[config.mk]
export PLATFORM = sky130hd
export DESIGN_NAME = tpc_root_cell
export DESIGN_NICKNAME = d
export VERILOG_FILES = /design/src/rtl/tpc_pkg.sv /design/src/rtl/tpc_root_cell.sv
export SDC_FILE = /design/constraint.sdc
export NUM_CORES = 1
export LEC_CHECK = 0
export ABC_AREA = 0
export BUFFER_PORTS_ARGS = -buffer_cell sky130_fd_sc_hd__buf_2
export CAP_MARGIN = 20
export CORE_MARGIN = 4
export CORE_UTILIZATION = 35
export DETAILED_ROUTE_END_ITERATION = 10
export GPL_TIMING_DRIVEN = 0
export PLACE_DENSITY = 0.73
export SLEW_MARGIN = 20
export SYNTH_ARGS = -nofsm -noshare
export SYNTH_HDL_FRONTEND = slang
export SYNTH_SLANG_ARGS = --single-unit
[constraint.sdc]
create_clock -name i_clk -period 5.1 [get_ports i_clk]
set_input_delay 0.51 -clock i_clk [delete_from_list [all_inputs] [get_ports i_clk]]
set_output_delay 0.51 -clock i_clk [all_outputs]
set_load 0.02 [all_outputs]
[src/rtl/tpc_pkg.sv]
// ----------------------------------------------------------------------------
// tpc_pkg: shared types and constants of the pixel-to-Celsius converter
// Register indexes, calibration state codes, fixed-point limits.
// ----------------------------------------------------------------------------
`timescale 1ns / 1ps
`default_nettype none

package tpc_pkg;

    // Defaults of the top-level and root-cell parameters
    localparam int DEF_RAW_BITS      = 16;
    localparam int DEF_FRAC_BITS_OUT = 8;
    localparam int DEF_ROOT_W        = 2 * DEF_FRAC_BITS_OUT + 18;

    // Configuration port
    localparam int REG_W     = 48;
    localparam int CFG_IDX_W = 3;

    localparam logic [CFG_IDX_W-1:0] CFG_GAIN_SQ   = 3'd0;
    localparam logic [CFG_IDX_W-1:0] CFG_GAIN_LIN  = 3'd1;
    localparam logic [CFG_IDX_W-1:0] CFG_GAIN_C    = 3'd2;
    localparam logic [CFG_IDX_W-1:0] CFG_OFF_QUART = 3'd3;
    localparam logic [CFG_IDX_W-1:0] CFG_OFF_C     = 3'd4;
    localparam logic [CFG_IDX_W-1:0] CFG_BOARD     = 3'd5;
    localparam logic [CFG_IDX_W-1:0] CFG_SHUTTER   = 3'd6;

    localparam logic [REG_W-1:0] RST_GAIN_C  = 48'd65536;
    localparam logic [7:0]       RST_BOARD   = 8'd25;
    localparam logic [15:0]      RST_SHUTTER = 16'd2500;

    // Kelvin conversion constants (hundredths of a degree)
    localparam int KELVIN_CENTI = 27315;
    localparam int TB_BIAS      = 2 * KELVIN_CENTI;
    localparam int TS_DIV       = 100;
    localparam int TB_DIV       = 200;

    // Magnitude limit of intermediate terms and the root argument ceiling
    localparam logic [60:0] LIM60   = 61'h1000_0000_0000_0000;
    localparam logic [51:0] ARG_MAX = 52'hF_FFFF_FFFF_FFFF;

    localparam int TEMP_W = 18;

    typedef enum logic [2:0] {
        CAL_IDLE,
        CAL_LOAD,
        CAL_MUL,
        CAL_RND,
        CAL_STORE,
        CAL_SUM
    } t_cal_state;

    typedef enum logic [2:0] {
        OP_TS,
        OP_TB,
        OP_TS2,
        OP_TS4,
        OP_TB2,
        OP_OFF,
        OP_G0,
        OP_G1
    } t_cal_op;

    typedef struct packed {
        logic               gain_neg;
        logic [60:0]        gain_mag;
        logic signed [61:0] offset;
    } t_cal_out;

    typedef struct packed {
        logic invalid;
        logic saturated;
    } t_pix_flags;

endpackage

`default_nettype wire

[src/rtl/tpc_root_cell.sv]
// ----------------------------------------------------------------------------
// tpc_root_cell: one digit step of an integer square root
// Brings down two radicand bits, tries the next root bit, registers state.
// ----------------------------------------------------------------------------
`timescale 1ns / 1ps
`default_nettype none

module tpc_root_cell #(
    parameter int ROOT_W = tpc_pkg::DEF_ROOT_W
) (
    input  logic                      i_clk,
    input  logic                      i_rst_n,
    input  logic                      i_valid,
    input  tpc_pkg::t_pix_flags       i_flags,
    input  logic [ROOT_W+2:0]         i_rem,
    input  logic [ROOT_W-1:0]         i_root,
    input  logic [2*ROOT_W-1:0]       i_xsh,
    output logic                      o_valid,
    output tpc_pkg::t_pix_flags       o_flags,
    output logic [ROOT_W+2:0]         o_rem,
    output logic [ROOT_W-1:0]         o_root,
    output logic [2*ROOT_W-1:0]       o_xsh
);
    import tpc_pkg::*;

    logic              r_valid;
    t_pix_flags        r_flags;
    logic [ROOT_W+2:0] r_rem;
    logic [ROOT_W-1:0] r_root;
    logic [2*ROOT_W-1:0] r_xsh;

    logic [ROOT_W+2:0] w_rem2;
    logic [ROOT_W+2:0] w_trial;
    logic              w_ge;

    assign w_rem2  = {i_rem[ROOT_W:0], i_xsh[2*ROOT_W-1 -: 2]};
    assign w_trial = {1'b0, i_root, 2'b01};
    assign w_ge    = (w_rem2 >= w_trial);

    always_ff @(posedge i_clk) begin
        if (!i_rst_n) begin
            r_valid <= 1'b0;
        end else begin
            r_valid <= i_valid;
        end
    end

    always_ff @(posedge i_clk) begin
        r_flags <= i_flags;
        r_rem   <= w_ge ? (w_rem2 - w_trial) : w_rem2;
        r_root  <= {i_root[ROOT_W-2:0], w_ge};
        r_xsh   <= {i_xsh[2*ROOT_W-3:0], 2'b00};
    end

    assign o_valid = r_valid;
    assign o_flags = r_flags;
    assign o_rem   = r_rem;
    assign o_root  = r_root;
    assign o_xsh   = r_xsh;

endmodule

`default_nettype wire

==> results of run 1 <==
-- per-stage QoR --
| stage | hold slack, ns | instances |
|---|---|---|
| after detailed placement | 0.614 | 997 |
| final | 0.193 | 1030 |
| after CTS | 0.173 | 1029 |
| after floorplan | 0.538 | 532 |
| after global routing | 0.163 | 1030 |
| after global placement | 0.612 | 997 |
-- sequential cells by signal, summed over array words and instances (netlist names) --
name and flops:
o_valid 1, o_xsh 66, o_rem 37, o_root 34
o_flags 2
-- cell usage after synthesis, types with 3 or more instances --
cell type and count:
sky130_fd_sc_hd__xnor2_1 20, sky130_fd_sc_hd__o21bai_1 4, sky130_fd_sc_hd__nor2b_1 4, sky130_fd_sc_hd__a31oi_1 7, sky130_fd_sc_hd__and3_1 5, sky130_fd_sc_hd__nor3_1 4
sky130_fd_sc_hd__nand2_1 35, sky130_fd_sc_hd__a31o_2 3, sky130_fd_sc_hd__o21ai_0 22, sky130_fd_sc_hd__dfxtp_1 140, sky130_fd_sc_hd__inv_1 42, sky130_fd_sc_hd__a211oi_1 3
sky130_fd_sc_hd__clkbuf_1 6, sky130_fd_sc_hd__o21a_1 5, sky130_fd_sc_hd__mux2_2 6, sky130_fd_sc_hd__nand2b_1 4, sky130_fd_sc_hd__nor2_1 46, sky130_fd_sc_hd__and2_1 7
sky130_fd_sc_hd__a21oi_1 53, sky130_fd_sc_hd__ha_1 36, sky130_fd_sc_hd__a21o_1 18, sky130_fd_sc_hd__o211ai_1 3, sky130_fd_sc_hd__buf_6 4, sky130_fd_sc_hd__xor2_1 12
sky130_fd_sc_hd__nand3_1 6, sky130_fd_sc_hd__mux2_4 4
-- metal layers --
metal | routed length, um | global-route usage (%) | vias to the layer above
met4 | 411 | 7.00 | 0
met1 | 6190 | 19.8 | 2170
li1 | - | - | 2405
met5 | 0 | 0 | -
met2 | 7990 | 31.9 | 203
met3 | 1240 | 6.38 | 27
-- worst paths after layout --
kind,start,endpoint,slack [ns],cells after the start
worst max-delay path,i_root[4],o_rem[2],1.93,15
worst min-delay path,i_xsh[57],o_xsh[59],0.19,1
-- cells by family (layout without fill, tap and decap cells) --
group / count (synthesis) / after routing / synth area share [%]
fa+ha+maj: 36 / 36 / 8.49
simple gates: 117 / 117 / 9.81
mux: 11 / 11 / 2.59
xor+xnor: 32 / 32 / 5.28
other cells: 1 / 3 / 0.0707
compound gates: 136 / 136 / 16.0
buf+inv: 58 / 371 / 4.95
flops: 140 / 140 / 52.8
-- where the power goes --
part / total [mW] / internal (mW) / leakage (nW) / switching [mW]
registers: 1.23 / 1.20 / 1.18 / 0.0245
logic: 0.678 / 0.268 / 2.39 / 0.410
clock network: 1.18 / 0.651 / 0.280 / 0.525
total: 3.08 / 2.12 / 3.85 / 0.959
-- layout make-up --
| type | count | area (um2) |
|---|---|---|
| fill | 1354 | 7170 |
| sequential | 140 | 2800 |
| multi-input combinational | 334 | 2250 |
| timing repair buffer | 281 | 1410 |
| clock buffer | 17 | 425 |
| tap | 184 | 230 |
| inverter | 43 | 166 |
| clock inverter | 15 | 153 |
| buffer | 15 | 96.3 |
| antenna | 1 | 2.50 |
==> results.txt, run 1 <==
----------------------------------------------------
[Clocking]
  CTS clk-pin slew, worst paths ... 0.06 ns
  Count of H-tree levels built during CTS ... 4
  Clk root buf ... sky130_fd_sc_hd__clkbuf_16
  TritonCTS clock tree ... done
  Number of sinks on the clock net ... 140
  Post-CTS sizing ... 0
  TritonCTS buffer count ... 17
  Clock buffer depth ... 2
  Count of hold-fix buffers inserted at cts ... 0
  Postcts setup bufs ... 0

[Place]
  Placement Cell Area ... 6950 um2
  Final estimated routing congestion in global placement ... 0.805
  Buffers on Ports ... 281
  Place WS ... 1.49 ns
  Post-detail-place hpwl ... 12.8 mm

[Cells and area]
  Layout Area Growth over Synthesis ... 41.8%
  Fraction of final layout cells sized beyond drive strength 1 ... 40.1%
  Highest-count cells in the layout ignoring fill and taps ... 283 x sky130_fd_sc_hd__buf_2, 140 x sky130_fd_sc_hd__dfxtp_1, 53 x sky130_fd_sc_hd__a21oi_1, 46 x sky130_fd_sc_hd__nor2_1, 42 x sky130_fd_sc_hd__inv_1
  Final core utilization ... 51.2%
  Leading cell type in the layout, fill and taps excluded ... sky130_fd_sc_hd__buf_2
  Post-route cell area ... 7530 um2
  Number of nets in the layout ... 1012

[Flow run]
  Max Cap Viol ... 0

[Yosys]
  Share of the yosys chip area belonging to registers ... 52.8%
  Post-Synthesis Mean Instance Area ... 10.0 um2
  Number of flops mapped to enable cells by yosys ... 0
  Ys async rst share ... 0%
  Most used flip-flop cell after synthesis ... sky130_fd_sc_hd__dfxtp_1
  Number of flip-flops and latches in the synthesized netlist ... 140
  Synth top area share ... 52.8%
  Library cell occupying the most area in the post-synthesis netlist ... sky130_fd_sc_hd__dfxtp_1
  Post-Syn Instances ... 531
  Area of the mapped netlist ... 5310 um2
  Leading cell types by total area after synthesis ... sky130_fd_sc_hd__dfxtp_1 53%, sky130_fd_sc_hd__ha_1 8.5%, sky130_fd_sc_hd__a21oi_1 5.0%, sky130_fd_sc_hd__xnor2_1 3.3%, sky130_fd_sc_hd__nor2_1 3.3%
  Number of distinct library cells after synthesis ... 51
  Number of warnings printed during yosys synthesis ... 0

[Worst setup path]
  Type of the worst setup path ... primary input to flip-flop
  Startpoint type of the worst setup path ... primary input
  Critical-path maximum fanout ... 10
  CP max stage cell ... sky130_fd_sc_hd__a221oi_2
  Buffers and inverters on the worst path ... 6
  CP Capture Type ... flip-flop
  Dominant cell type by count on the critical path ... sky130_fd_sc_hd__buf_6
  Arrival time worst endpoint ... 3.49 ns
  Data required, critical path ... 5.42 ns
  Top delay family on crit path ... compound AO/OA/AOI/OAI gates
  Cell Chain, Critical Path ... buf_2 -> inv_1 -> ha_1 -> a211oi_2 -> o21ai_1 -> a221oi_2 -> a21oi_2 -> o31a_1 -> o21ai_1 -> a21o_1 -> buf_6 -> inv_6 -> buf_6 -> buf_6 -> a21oi_1
  Critical path's largest stage delay ... 0.44 ns

[Route]
  Detailed Routing Iterations Pass 1 ... 4
  Vias after detailed routing ... 4805
  Routed length per placed instance ... 15.4 um
  Avg Vias per Cell ... 4.67
  Post-route antenna net violation count ... 0
  Iteration-0 DRC count of the detailed router ... 237
  Post-detailed-routing wire length ... 15.8 mm
  DRC ... 0

[Global routing]
  Initial antenna violation count ... 1
  GRT Overall Usage ... 18.0%
  Via count of the first global-routing pass ... 4693
  Maximum number of pins on one net before global-route repair ... 17
  Wire length of the first global-routing pass ... 24.7 mm
  Grt total ovfl ... 0

[Power]
  Overall power of the completed layout ... 3.08 mW
  Peak supply drop ... 247 uV
  Power density of the placed cells ... 409 nW/um2
  Static Leak ... 3.85 nW

[STA]
  Total negative setup slack ... 0 ns
  Number of endpoints with negative hold slack in the final report ... 0
  Slew HR ... 57.4%
  Pins over their slew limit ... 0
  Post-route setup slack ... 1.93 ns
  Actual transition at the worst max-transition pin ... 0.634 ns
  Setup repair after global routing missed its margin ... false
  Final setup violation count ... 0
  Share of the clock period used by the worst path after layout ... 62.2%
  Max Clock Freq ... 315 MHz
  Minimum clock period after layout ... 3.17 ns

[Floorplan]
  Die Y ... 131 um
  I/O pin cnt ... 286
  Overall die width ... 131 um
  Placement row count ... 44
  Die Footprint ... 17200 um2
  Core Region ... 14700 um2
  Starting utilization of the core area ... 36.1%

[Status]
  Outcome ... complete, no violations

[Min path]
  Worst Hold Class ... primary input to flip-flop

----------------------------------------------------
(Power assumes the default switching activity.)
==> run 2, diff against run 1 <==
ABC_AREA = 1   (was 0)
clock period = 2.9 ns   (was 5.1 ns; I/O delays follow)
==> results.txt, run 2 <==
----------------------------------------------------
[Status]
  Outcome ... complete, no violations

[Global routing]
  Initial antenna violation count ... 0 (-1)
  Via count of the first global-routing pass ... 6679 (+42%)
  Grt total ovfl ... 0 (unchanged)
  Wire length of the first global-routing pass ... 35.9 mm (+46%)
  GRT Overall Usage ... 23.2% (+5.2 points)
  Maximum number of pins on one net before global-route repair ... 17 (unchanged)

[Route]
  Avg Vias per Cell ... 4.40 (-5.7%)
  Routed length per placed instance ... 15.8 um (+3.0%)
  Post-route antenna net violation count ... 0 (unchanged)
  Detailed Routing Iterations Pass 1 ... 7 (+3)
  Vias after detailed routing ... 6574 (+37%)
  Iteration-0 DRC count of the detailed router ... 249 (+5.1%)
  DRC ... 0 (unchanged)
  Post-detailed-routing wire length ... 23.6 mm (+49%)

[Floorplan]
  Core Region ... 17400 um2 (+18%)
  Placement row count ... 48 (+9.1%)
  Die Y ... 142 um (+7.9%)
  I/O pin cnt ... 286 (unchanged)
  Starting utilization of the core area ... 36.0% (-0.15 points)
  Die Footprint ... 20000 um2 (+16%)
  Overall die width ... 142 um (+7.9%)

[Clocking]
  Clock buffer depth ... 2 (unchanged)
  Post-CTS sizing ... 0 (unchanged)
  Clk root buf ... sky130_fd_sc_hd__clkbuf_16
  Number of sinks on the clock net ... 140 (unchanged)
  TritonCTS buffer count ... 17 (unchanged)
  Count of H-tree levels built during CTS ... 4 (unchanged)
  TritonCTS clock tree ... done
  Postcts setup bufs ... 0 (unchanged)
  CTS clk-pin slew, worst paths ... 0.07 ns (about the same)

[Cells and area]
  Layout Area Growth over Synthesis ... 52.3%
  Post-route cell area ... 9510 um2 (+26%)
  Highest-count cells in the layout ignoring fill and taps ... 325 x sky130_fd_sc_hd__nand2_1, 282 x sky130_fd_sc_hd__buf_2, 140 x sky130_fd_sc_hd__dfxtp_1, 139 x sky130_fd_sc_hd__inv_1, 101 x sky130_fd_sc_hd__dlygate4sd3_1
  Leading cell type in the layout, fill and taps excluded ... sky130_fd_sc_hd__nand2_1
  Antenna diode instance count ... 0 (-1)
  Final core utilization ... 54.8% (+3.6 points)
  Fraction of final layout cells sized beyond drive strength 1 ... 27.8% (-12 points)
  Number of nets in the layout ... 1436 (+42%)
  Number of flip-flops under the largest register name ... 66 (unchanged)

[STA]
  Final setup violation count ... 0 (unchanged)
  Number of endpoints with negative hold slack in the final report ... 0 (unchanged)
  Actual transition at the worst max-transition pin ... 0.497 ns (-0.137 ns)
  Max Clock Freq ... 380 MHz
  Post-route setup slack ... 0.267 ns (-1.66 ns)
  Slew HR ... 66.6% (+9.2 points)
  Pins over their slew limit ... 0 (unchanged)
  Total negative setup slack ... 0 ns (unchanged)
  Setup repair after global routing missed its margin ... false
  Share of the clock period used by the worst path after layout ... 90.8%
  Minimum clock period after layout ... 2.63 ns

[Yosys]
  Leading cell types by total area after synthesis ... sky130_fd_sc_hd__dfxtp_1 45%, sky130_fd_sc_hd__nand2_1 20%, sky130_fd_sc_hd__inv_1 8.4%, sky130_fd_sc_hd__ha_1 7.2%, sky130_fd_sc_hd__nor2_1 3.7%
  Share of the yosys chip area belonging to registers ... 44.9% (-7.9 points)
  Number of flops mapped to enable cells by yosys ... 0 (unchanged)
  Number of warnings printed during yosys synthesis ... 0 (unchanged)
  Post-Syn Instances ... 854 (+61%)
  Post-Synthesis Mean Instance Area ... 7.31 um2 (-27%)
  Number of flip-flops and latches in the synthesized netlist ... 140 (unchanged)
  Ys async rst share ... 0% (unchanged)
  Library cell occupying the most area in the post-synthesis netlist ... sky130_fd_sc_hd__dfxtp_1
  Number of distinct library cells after synthesis ... 32 (-37%)
  Area of the mapped netlist ... 6240 um2 (+18%)
  Post-synth top cells ... 325 x sky130_fd_sc_hd__nand2_1, 140 x sky130_fd_sc_hd__dfxtp_1, 139 x sky130_fd_sc_hd__inv_1
  Count leader, synth ... sky130_fd_sc_hd__nand2_1
  Synth top area share ... 44.9% (-7.9 points)
  Most used flip-flop cell after synthesis ... sky130_fd_sc_hd__dfxtp_1

[Worst setup path]
  Arrival time worst endpoint ... 3.00 ns (-0.49 ns)
  Setup crit end ... o_rem[21]
  CP Capture Type ... flip-flop
  Total stage count of the critical path ... 16 (+1)
  Crit path launch ... i_root[18]
  Critical path's largest stage delay ... 0.54 ns (+0.10 ns)
  Type of the worst setup path ... primary input to flip-flop
  Cell Chain, Critical Path ... dlygate4sd3_1 -> buf_2 -> inv_1 -> ha_1 -> nand2_1 -> inv_1 -> nand2_1 -> nand3_1 -> a21oi_1 -> nand3_2 -> nand3_2 -> nand2_4 -> inv_2 -> buf_4 -> nand2_1 -> nand2_1
  Startpoint type of the worst setup path ... primary input
  Critical-path maximum fanout ... 10 (unchanged)
  Buffers and inverters on the worst path ... 6 (unchanged)
  CP max stage cell ... sky130_fd_sc_hd__dlygate4sd3_1
  Top delay family on crit path ... buffers and inverters
  Data required, critical path ... 3.27 ns (-2.15 ns)
  Dominant cell type by count on the critical path ... sky130_fd_sc_hd__nand2_1

[Min path]
  Worst Hold Class ... primary input to flip-flop

[Power]
  Peak supply drop ... 474 uV (+92%)
  Static Leak ... 5.29 nW (+37%)
  Power density of the placed cells ... 592 nW/um2 (+45%)

[Place]
  Place WS ... 0.408 ns (-1.09 ns)
  Post-detail-place hpwl ... 17.7 mm (+38%)
  Buffers on Ports ... 281 (unchanged)
  Placement Cell Area ... 7930 um2 (+14%)
  Final estimated routing congestion in global placement ... 0.932 (+16%)

[Flow run]
  Max Cap Viol ... 0 (unchanged)

----------------------------------------------------
[run 2: worst min path at each step]
stage                     from          to  slack [ns]  cells after the start
floorplan           i_flags[0]  o_flags[0]        0.32                      0
global placement     i_xsh[52]   o_xsh[54]        0.39                      1
CTS                    i_valid     o_valid        0.04                      3
finish                 i_rst_n     o_valid        0.06                      3
detailed placement    i_xsh[3]    o_xsh[5]        0.39                      1
global route         i_rem[11]   o_rem[13]        0.06                      3
[run 2: worst min-delay path: cells and delay by family]
| kind | cells | cell delay (ns) |
|---|---|---|
| simple gates | 1 | 0.04 |
| buf+inv | 2 | 0.12 |
[run 2: timing repair]
action,4_1_cts,5_1_grt
hold buffers,101,0
hold endpoints to repair,101,0
endpoints found under the setup margin,0,0
[run 2: power by group]
part | internal (mW) | switching [mW] | leakage (nW)
combinational | 0.528 | 0.866 | 3.84
clock | 1.15 | 0.943 | 0.274
sequential | 2.10 | 0.0419 | 1.18
[run 2: cells by family after synthesis]
logic type | count (synthesis) | synth area share [%]
buf+inv | 151 | 9.98
simple gates | 464 | 31.5
xor+xnor | 19 | 2.67
fa+ha+maj | 36 | 7.22
other cells | 1 | 0.0601
flops | 140 | 44.9
compound gates | 43 | 3.71
[run 2: cell type report]
class | count | area [um2]
fill | 1654 | 7850
multi-input combinational | 564 | 2820
sequential | 140 | 2800
timing repair buffer | 382 | 2420
inverter | 141 | 529
clock buffer | 18 | 439
tap | 225 | 282
clock inverter | 14 | 124
buffer | 10 | 93.8
[run 2: stage by stage]
stage                     total power, mW  instances  hold slack, ns
after global placement               3.45       1361           0.393
final                                5.63       1494          0.0555
after floorplan                      2.99        855           0.318
after detailed placement             3.46       1361           0.394
after CTS                            5.67       1494          0.0395
after global routing                 5.92       1494          0.0578
[run 2: metal layers]
| layer | wire [um] | global-route usage (%) | vias to the layer above |
|---|---|---|---|
| met2 | 11500 | 40.7 | 242 |
| met1 | 9770 | 27.4 | 2909 |
| li1 | - | - | 3392 |
| met3 | 1750 | 5.83 | 31 |
| met5 | 0 | 0 | - |
| met4 | 629 | 8.23 | 0 |
